**src/hw/rtl/kdd_pkg.sv**
```systemverilog
`default_nettype none

package kdd_pkg;

    // Default number of list entries.
    localparam int unsigned CAPACITY = 32;

    localparam int unsigned KEY_W = 32;

    typedef enum logic [2:0] {
        ACT_INSERT     = 3'd0,
        ACT_DEL_KEY    = 3'd1,
        ACT_DEL_FIRST  = 3'd2,
        ACT_DEL_LAST   = 3'd3,
        ACT_DUMP       = 3'd4
    } t_action;

    typedef enum logic [1:0] {
        STAT_OK        = 2'd0,
        STAT_NOT_FOUND = 2'd1,
        STAT_EMPTY     = 2'd2,
        STAT_FULL      = 2'd3
    } t_status;

    typedef enum logic [1:0] {
        ST_IDLE,
        ST_DEL,
        ST_DUMP
    } t_state;

    // What every cell does in a cycle.
    typedef enum logic [1:0] {
        CELL_HOLD,
        CELL_PUSH,
        CELL_PULL,
        CELL_ROT
    } t_cell_op;

    typedef struct packed {
        t_cell_op                 op;
        logic signed [KEY_W-1:0]  key;
    } t_cell_ctrl;

    typedef struct packed {
        logic [2:0]               action;
        logic signed [KEY_W-1:0]  key_value;
    } t_in_word;

    typedef struct packed {
        logic [1:0]               status;
        logic signed [KEY_W-1:0]  entry_value;
        logic                     has_entry;
        logic                     last;
    } t_out_word;

endpackage

`default_nettype wire

```
**src/hw/rtl/kdd_cell.sv**
```systemverilog
`default_nettype none

// One list position. Takes its neighbor's value on a shift, and registers
// whether it holds the key being searched for.
module kdd_cell (
    input  wire logic                              i_clk,
    input  wire kdd_pkg::t_cell_ctrl               i_ctrl,
    input  wire logic                              i_occ,
    input  wire logic                              i_sel,
    input  wire logic                              i_tail,
    input  wire logic signed [kdd_pkg::KEY_W-1:0]  i_prev,
    input  wire logic signed [kdd_pkg::KEY_W-1:0]  i_next,
    input  wire logic signed [kdd_pkg::KEY_W-1:0]  i_front,
    output logic signed [kdd_pkg::KEY_W-1:0]       o_value,
    output logic                                   o_match
);

    logic signed [kdd_pkg::KEY_W-1:0] r_value;
    logic signed [kdd_pkg::KEY_W-1:0] n_value;
    logic                             r_match;

    always_comb begin
        unique case (i_ctrl.op)
            kdd_pkg::CELL_HOLD: n_value = r_value;
            kdd_pkg::CELL_PUSH: n_value = i_prev;
            kdd_pkg::CELL_PULL: n_value = i_sel ? i_next : r_value;
            kdd_pkg::CELL_ROT:  n_value = i_tail ? i_front : i_next;
            default:            n_value = r_value;
        endcase
    end

    always_ff @(posedge i_clk) begin
        r_value <= n_value;
        r_match <= i_occ && (r_value == i_ctrl.key);
    end

    assign o_value = r_value;
    assign o_match = r_match;

endmodule

`default_nettype wire

```
**src/hw/rtl/keyed_deque_with_delete.sv**
```systemverilog
`default_nettype none

// Ordered list of up to CAPACITY signed 32-bit keys, front first. A command
// word (action and key) is taken at a clock edge where start is high and
// busy is low. Insert at the front, delete the front entry and delete the
// back entry finish at the accepting edge: busy stays low and a new word may
// follow in the very next cycle. Delete by key first has every cell compare
// its entry with the key, then shifts the first match and all behind it one
// place toward the front, so busy is high for one cycle. Dump sends out one
// entry per cycle, busy high until the last: the chain rotates toward the
// front and the front cell is sent out each cycle, which leaves the list as
// it was once every entry has gone out. Each result word appears on
// o_result for exactly one cycle, flagged by o_strobe and registered at the
// edge that produced it; the receiver cannot stall the block and must take
// every word as it comes. Unused action codes are accepted and ignored.
// Reset clears the state, the counts and the strobe; stored keys are
// undefined until written, and no entry beyond the count is ever reported.
module keyed_deque_with_delete #(
    parameter int unsigned CAPACITY = kdd_pkg::CAPACITY
) (
    input  wire logic               i_clk,
    input  wire logic               i_rst_n,
    input  wire logic               start,
    input  wire kdd_pkg::t_in_word  i_item,
    output logic                    busy,
    output logic                    o_strobe,
    output kdd_pkg::t_out_word      o_result
);

    // Count width holds CAPACITY itself.
    localparam int unsigned CW  = $clog2(CAPACITY + 1);
    // Levels of the prefix OR over the match flags.
    localparam int unsigned LVL = $clog2(CAPACITY);

    kdd_pkg::t_state     r_state, n_state;
    logic [CW-1:0]       r_count, n_count;
    logic [CW-1:0]       r_left,  n_left;
    logic                r_strobe, n_strobe;
    kdd_pkg::t_out_word  r_result, n_result;
    kdd_pkg::t_cell_ctrl w_ctrl;

    logic signed [kdd_pkg::KEY_W-1:0] w_value [CAPACITY];
    logic [CAPACITY-1:0]              w_match;
    logic [CAPACITY-1:0]              w_prefix;
    logic [CAPACITY-1:0]              w_sel;
    logic [CAPACITY-1:0]              w_occ;
    logic [CAPACITY-1:0]              w_tail;
    logic                             w_found;

    // The chain of cells. Cell 0 is the front of the list; it receives the
    // key on an insert, and the front value is fed back to the tail on a
    // rotation step of a dump.
    for (genvar g = 0; g < CAPACITY; g++) begin : g_cell
        localparam logic [CW-1:0] IDX  = CW'(g);
        localparam logic [CW-1:0] IDX1 = CW'(g + 1);

        logic signed [kdd_pkg::KEY_W-1:0] w_prev;
        logic signed [kdd_pkg::KEY_W-1:0] w_next;

        assign w_occ[g]  = IDX < r_count;
        assign w_tail[g] = IDX1 == r_count;

        if (g == 0) begin : g_first
            assign w_prev = w_ctrl.key;
        end else begin : g_mid
            assign w_prev = w_value[g-1];
        end

        if (g == CAPACITY - 1) begin : g_end
            assign w_next = w_value[g];
        end else begin : g_inner
            assign w_next = w_value[g+1];
        end

        kdd_cell u_cell (
            .i_clk   (i_clk),
            .i_ctrl  (w_ctrl),
            .i_occ   (w_occ[g]),
            .i_sel   (w_sel[g]),
            .i_tail  (w_tail[g]),
            .i_prev  (w_prev),
            .i_next  (w_next),
            .i_front (w_value[0]),
            .o_value (w_value[g]),
            .o_match (w_match[g])
        );
    end

    // A cell at or behind the first match pulls from its neighbor. The
    // prefix OR is built in log2(CAPACITY) levels.
    always_comb begin
        logic [CAPACITY-1:0] p;
        p = w_match;
        for (int lv = 0; lv < LVL; lv++) begin
            p = p | (p << (1 << lv));
        end
        w_prefix = p;
    end

    assign w_found = |w_match;
    assign w_sel   = (r_state == kdd_pkg::ST_DEL) ? w_prefix : {CAPACITY{1'b1}};

    always_comb begin
        n_state     = r_state;
        n_count     = r_count;
        n_left      = r_left;
        n_strobe    = 1'b0;
        n_result    = '0;
        w_ctrl.op   = kdd_pkg::CELL_HOLD;
        w_ctrl.key  = i_item.key_value;

        unique case (r_state)
            kdd_pkg::ST_IDLE: begin
                if (start) begin
                    unique case (kdd_pkg::t_action'(i_item.action))
                        kdd_pkg::ACT_INSERT: begin
                            n_strobe        = 1'b1;
                            n_result.last   = 1'b1;
                            if (r_count == CW'(CAPACITY)) begin
                                n_result.status = kdd_pkg::STAT_FULL;
                            end else begin
                                w_ctrl.op       = kdd_pkg::CELL_PUSH;
                                n_count         = r_count + 1'b1;
                                n_result.status = kdd_pkg::STAT_OK;
                            end
                        end
                        kdd_pkg::ACT_DEL_KEY: begin
                            // Cells register their compare at this edge.
                            n_state = kdd_pkg::ST_DEL;
                        end
                        kdd_pkg::ACT_DEL_FIRST: begin
                            n_strobe      = 1'b1;
                            n_result.last = 1'b1;
                            if (r_count == '0) begin
                                n_result.status = kdd_pkg::STAT_EMPTY;
                            end else begin
                                w_ctrl.op       = kdd_pkg::CELL_PULL;
                                n_count         = r_count - 1'b1;
                                n_result.status = kdd_pkg::STAT_OK;
                            end
                        end
                        kdd_pkg::ACT_DEL_LAST: begin
                            n_strobe      = 1'b1;
                            n_result.last = 1'b1;
                            if (r_count == '0) begin
                                n_result.status = kdd_pkg::STAT_EMPTY;
                            end else begin
                                n_count         = r_count - 1'b1;
                                n_result.status = kdd_pkg::STAT_OK;
                            end
                        end
                        kdd_pkg::ACT_DUMP: begin
                            if (r_count == '0) begin
                                // Empty list: one word with no entry.
                                n_strobe        = 1'b1;
                                n_result.last   = 1'b1;
                                n_result.status = kdd_pkg::STAT_OK;
                            end else begin
                                n_left  = r_count;
                                n_state = kdd_pkg::ST_DUMP;
                            end
                        end
                        default: begin
                        end
                    endcase
                end
            end
            kdd_pkg::ST_DEL: begin
                n_strobe      = 1'b1;
                n_result.last = 1'b1;
                n_state       = kdd_pkg::ST_IDLE;
                if (w_found) begin
                    w_ctrl.op       = kdd_pkg::CELL_PULL;
                    n_count         = r_count - 1'b1;
                    n_result.status = kdd_pkg::STAT_OK;
                end else begin
                    n_result.status = kdd_pkg::STAT_NOT_FOUND;
                end
            end
            kdd_pkg::ST_DUMP: begin
                n_strobe             = 1'b1;
                n_result.status      = kdd_pkg::STAT_OK;
                n_result.entry_value = w_value[0];
                n_result.has_entry   = 1'b1;
                n_result.last        = (r_left == CW'(1));
                w_ctrl.op            = kdd_pkg::CELL_ROT;
                n_left               = r_left - 1'b1;
                if (r_left == CW'(1)) begin
                    n_state = kdd_pkg::ST_IDLE;
                end
            end
            default: begin
                n_state = kdd_pkg::ST_IDLE;
            end
        endcase
    end

    always_ff @(posedge i_clk) begin
        if (!i_rst_n) begin
            r_state  <= kdd_pkg::ST_IDLE;
            r_count  <= '0;
            r_left   <= '0;
            r_strobe <= 1'b0;
        end else begin
            r_state  <= n_state;
            r_count  <= n_count;
            r_left   <= n_left;
            r_strobe <= n_strobe;
        end
    end

    always_ff @(posedge i_clk) begin
        r_result <= n_result;
    end

    assign busy     = (r_state != kdd_pkg::ST_IDLE);
    assign o_strobe = r_strobe;
    assign o_result = r_result;

endmodule

`default_nettype wire

```
**config.mk**
```make
export PLATFORM = sky130hd
export DESIGN_NAME = keyed_deque_with_delete
export DESIGN_NICKNAME = d
export VERILOG_FILES = /design/src/hw/rtl/kdd_pkg.sv /design/src/hw/rtl/kdd_cell.sv /design/src/hw/rtl/keyed_deque_with_delete.sv
export SDC_FILE = /design/constraint.sdc
export NUM_CORES = 2
export LEC_CHECK = 0
export BUFFER_PORTS_ARGS = -buffer_cell sky130_fd_sc_hd__buf_2
export CAP_MARGIN = 20
export CORE_MARGIN = 8
export CORE_UTILIZATION = 23
export CTS_BUF_LIST = sky130_fd_sc_hd__clkbuf_4
export CTS_CLUSTER_SIZE = 24
export DETAILED_ROUTE_END_ITERATION = 12
export PLACE_DENSITY = 0.45
export SYNTH_ARGS = -nofsm -noshare
export SYNTH_HDL_FRONTEND = slang
export SYNTH_HIERARCHICAL = 1
export SYNTH_SLANG_ARGS = --single-unit
```
**constraint.sdc**
```tcl
create_clock -name i_clk -period 6.4 [get_ports i_clk]
set_input_delay 0.32 -clock i_clk [delete_from_list [all_inputs] [get_ports i_clk]]
set_output_delay 0.32 -clock i_clk [all_outputs]
set_load 0.01 [all_outputs]
```
-- Word level (Yosys, flattened, before mapping)
Index checks and enable logic that the tools add are counted.
- $add $sub $neg: 3
- order comparisons: 32
- equal/unequal tests: 118
- multiplexer cells: 129
- bitwise operators: 7
- reduce and logical (&&, ||, !) cells: 79
- operators by type and width (operator ; count):
    32-bit case mux with 3 select lines ; 31
    32-bit two-way mux ; 63
    32-bit equality test ; 32
    31-bit bitwise OR ; 5
    5-bit by 6-bit equality test with 1-bit output (first input constant) ; 16
    5-bit by 6-bit < comparator with 1-bit output (first input constant) ; 16
    2-bit != test (second input constant) ; 36
    32-bit case mux with 2 select lines ; 1
    2-bit AND reduction ; 31
    4-bit by 6-bit equality test with 1-bit output (first input constant) ; 8
    4-bit by 6-bit < comparator with 1-bit output (first input constant) ; 8
    6-bit two-way mux ; 7
    6-bit case mux with 2 select lines ; 3
    1-bit logical AND ; 32
    32-bit OR reduction ; 1
    31-bit two-way mux ; 1
    3-bit by 6-bit equality test with 1-bit output (first input constant) ; 4
    3-bit by 6-bit < comparator with 1-bit output (first input constant) ; 4
    2-bit case mux with 2 select lines ; 5
    2-bit two-way mux ; 9
    2-bit by 6-bit equality test with 1-bit output (first input constant) ; 2
    1-bit by 6-bit < comparator with 1-bit output (first input constant) ; 2
    2-bit by 6-bit < comparator with 1-bit output (first input constant) ; 2
    6-bit by 1-bit subtractor with 6-bit output (second input constant) ; 2
    other kinds (28) ; 47
- flip-flop bits (word level): 1107
- output and inout bits: 38

-- Depth between registers and ports, before layout
- depth after elaboration: 9
- depth in mapped cells: 10

-- By module
Netlist, hierarchy kept.
- by module, submodules not included (module ; instances ; cells each ; area each (µm²) ; seq. area each (µm²)):
    kdd_cell ; 32 ; 185 ; 2000.7 ; 980.9
    keyed_deque_with_delete ; 1 ; 385 ; 2999.1 ; 1021.0

-- Worst setup path before layout
OpenSTA, ideal clock, no wires.
- kind: register to register
- from: register r_count[1]
- to: register g_cell[7].u_cell.r_value (netlist bit g_cell[7].u_cell/o_value[0]) (enable)
- library setup time: 388 ps
- arrival: 4521 ps
- required time: 6012 ps
- setup slack: 1491 ps
- cell stages (with the launch flop): 9
- buffers on the path: 2
- path through: dfxtp_1 clkbuf_1 inv_1 ha_1 a2111oi_1 a21oi_1 a21oi_1 clkbuf_1 a21o_1
- RTL lines (item ; line ; source):
    from (decl) ; keyed_deque_with_delete.sv:36 ; logic [CW-1:0] r_count, n_count;
    from (signal assigned) ; keyed_deque_with_delete.sv:206 ; r_count <= n_count;
    to (signal assigned) ; kdd_cell.sv:33 ; r_value <= n_value;
    to (decl) ; kdd_cell.sv:18 ; logic signed [kdd_pkg::KEY_W-1:0] r_value;

==> impl_results.md <==
* TritonCTS clock tree: done
* Post-synth EDFFs at ~1000
* Relative slew slack at between 20% and 30%
* Post-layout minimum cycle time at 4.79 ns
* Switching Fraction at roughly 31%
* H-tree level count at 5
* Final hold vios at 0
* DR WL/cell at ~21 um
* Non-filler instance count after layout at about 11000
* Clock transition at path regs at ~0.06 ns
* Initial Utilization at 23.1%
* Routed WL at approximately 220000 um
* Die area at 309000 um2
* I/O pins at 76
* Arrival @ worst endpoint at around 5.6 ns
* Core Box Area at between 200000 and 300000 um2
* Fmax at 0.209 GHz
* Worst skew pair latency at roughly 1.3 ns
* Max Cap Violations at 0
* Crit path to: g_cell[30].u_cell/o_value[30]
* Antenna-violating nets left at 0
* Initial antenna violation count at 21
* Root Buffer: clkbuf_4
* Kind of end point of the critical path: flop
* PortBufs at 75
* Setup WS post-layout at 1.61 ns
* Die H at 556 um
* Worst-path cell chain: inv_1, ha_1, buf_4, a2111oi_1, a21oi_1, a21oi_4, buf_12, buf_4, a21o_1, buf_4
* Status: complete, no violations
* CTS Buffer Depth at 4
* Clock Skew at 0.112 ns
* Logic pwr share at around 17%
* # setup viols final at 0
* Final Hold Slack at around 0.28 ns
* Crit path max fanout at between 100 and 150
* DR WL met2 at between 90000 and 100000 um
* Worst hold stages at 6
* Final worst path period share at roughly three quarters
* DRT Pass-1 Iters at 9
* DR iter-0 viols at between 4000 and 5000
* Worst reg-to-reg setup slack at 1.61 ns
* #FFs+latches synth at ~1100
* Synth top area share at between 40% and 50%
* CTS buffer count at about 340
* Peak supply drop at roughly 140 uV
* Cell variety after synth at 64
* Psw at 6.01 mW
* Post-CTS setup buffer count at 0
* Buffer and inverter count on the worst path at 5
* Cell taking the most area after synthesis: edfxtp_1
* DR WL met3 at between 10000 and 15000 um
* Site Rows at 198
* Met1 Routed Length at between 100000 and 150000 um
* Stages on worst setup path at 10
* Pwr per Cell Area at around 250 nW/um2
* Die Width at roughly 560 um
* Most Frequent Cell on Critical Path: buf_4
* Post-Synthesis Cells at around 6300
* CTS sink count at 1107
* GR Overflow Total at 0
* Setup WS pre-CTS at roughly 1.8 ns
* Syn Nets at about 6400
* Routability cong. at between 0.8 and 0.9
* Area growth from synthesis to layout at 14.5%
* Pleak at between 30 and 40 nW
* Largest net degree at the start of global routing at ~210
* Post-synth top cells: nor2_1, a21oi_1, mux2i_1
* RSZ-0062 raised after global routing: no
* Post_cts resized at 0
* Startpoint class of the critical path: flop
* Worst Setup SP: r_count[1]
* Seq pwr share at ~48%
* Syn Area/Cell at between 10 and 15 um2
* TNS Setup at 0 ns
* Reg2Reg Capture Point: g_cell[30].u_cell/o_value[30]
* Critical Path RT at approximately 7.2 ns
* DR vias at 50000
* Commonest register cell after synthesis: edfxtp_1
* HPWL after DPL at 152000 um
* Clock network fraction of design power at between 30% and 40%
* Reg2reg start: r_count[1]
* Tightest Pin Transition at about 1.1 ns
* Filler cells at 31200
* Post-synthesis sequential area ratio at 48.4%
* Yosys warns at 6
* Layout cells sized above 1 at about an eighth
* Post-Place Cells at 10100
* Worst hold-check path type: in -> reg
* GR Util All Layers at around 14%
* Main area contributors after synthesis: edfxtp_1, mux2i_1, xor2_1
* DRC viols at 0
* Slew Viols, Final at 0
* Internal at roughly 13 mW
* Post-DR vias/cell at about 4.7
* Vias in the first global route at 50400
* Slowest CP cell: buf_4
* Hold Buf Count CTS at around 80
* Final Util at a little over a quarter
* Setup CP Type: reg -> reg
* Top-count cell post-synth: nor2_1
* Highest cell delay on the worst timing path at 0.84 ns
* Syn Std Cell Area at around 67000 um2
* Kind of cell adding the most delay to the critical path: buffers and inverters
* Final net count at around 6700
* Max Used Layer: met5
* Worst reg2reg path depth at 10
* Ys async rst share at 0%
* Global-route wire length before repair at approximately 330000 um
per-layer routing:
| layer | global-route usage (%) | up-vias |
|---|---|---|
| met1 | 19.7 | 24400 |
| met4 | 4.42 | 8 |
| met5 | 0 | - |
| met2 | 21.3 | 1459 |
| met3 | 2.51 | 419 |
| li1 | - | 23600 |
per-stage QoR:
step                      total power, mW  instance area [um2]
final                                19.5                76800
after global routing                 20.5                76700
after CTS                            19.8                76600
after detailed placement             12.7                71900
after global placement               12.6                71800
after floorplan                      11.4                67000
area by class of cell:
type                    count  area (um2)  share of cell area (%)
multi-input cells        4832       32800                    42.8
well taps                3900        4880                    6.36
clock buffers             513        3850                    5.02
diodes                      9        22.5                  0.0293
clock inverters            41         155                   0.202
flip-flops and latches   1107       32400                    42.2
inverters                  23        86.3                   0.112
repair buffers            307        2500                    3.26
state kept, by name, indices dropped and copies added, names as in the netlist:
signal and cells:
g_cell.u_cell/o_value 1024, o_result 36, g_cell.u_cell/o_match 32, r_count 6, r_left 6, r_state 2
o_strobe 1
layout by cell type (no fill, tap or decap), drive strengths merged, types with 3 or more instances in the layout:
cell and instances:
and3 4, nand2 60, nand2b 10, nand4 34, nor4 235, nor3b 4, nor2 1068, a211oi 3
a21oi 1042, dlygate4sd3 78, or3 13, a21o 37, clkinv 40, and2 37, xnor2 34, clkbuf 514
nand3 79, buf 228, o31ai 4, edfxtp 1024, a31oi 4, diode 9, or4 6, o21a 4
ha 10, or2 6, dfxtp 83, o21bai 3, o21ai 7, nor3 80, xor2 992, inv 24
mux2i 1028
cell families after synthesis:
logic type	Yosys count	synth area share, %
AOI/OAI and AO/OA	1118	8.64
xor gates and xnor gates	1026	13.4
adders and majority gates	10	0.187
buffers and inverters	366	2.67
DFF	1107	48.4
muxes	1029	15.4
and+or+nand+nor	1649	11.4
worst min-delay path by stage:
stage	start	endpoint	slack, ns
2_1_floorplan	i_item[33]	o_result[34]	0.42
3_3_place_gp	r_left[1]	r_left[1]	0.47
3_5_place_dp	r_left[1]	r_left[1]	0.48
4_1_cts	i_item[33]	r_state[1]	0.1
5_1_grt	i_item[33]	r_state[1]	0.17
6_report	i_item[33]	r_state[1]	0.28
power groups by stage:
stage	clock (mW)	sequential (mW)	combinational [mW]
after global placement	0	9.48	3.16
after floorplan	0	9.39	2.02
after global routing	7.52	9.41	3.61
after detailed placement	0	9.50	3.21
after CTS	7.18	9.34	3.26
final	6.88	9.35	3.26
worst reg2reg max path: cells and delay by family, from the launching register on:
| family | cells | cell delay [ns] |
|---|---|---|
| flip-flops | 1 | 0.57 |
| buffers and inverters | 5 | 2.28 |
| AO/OA/AOI/OAI | 4 | 1.26 |
| adder cells (fa/ha/maj) | 1 | 0.23 |
(Power assumes the default switching activity.)
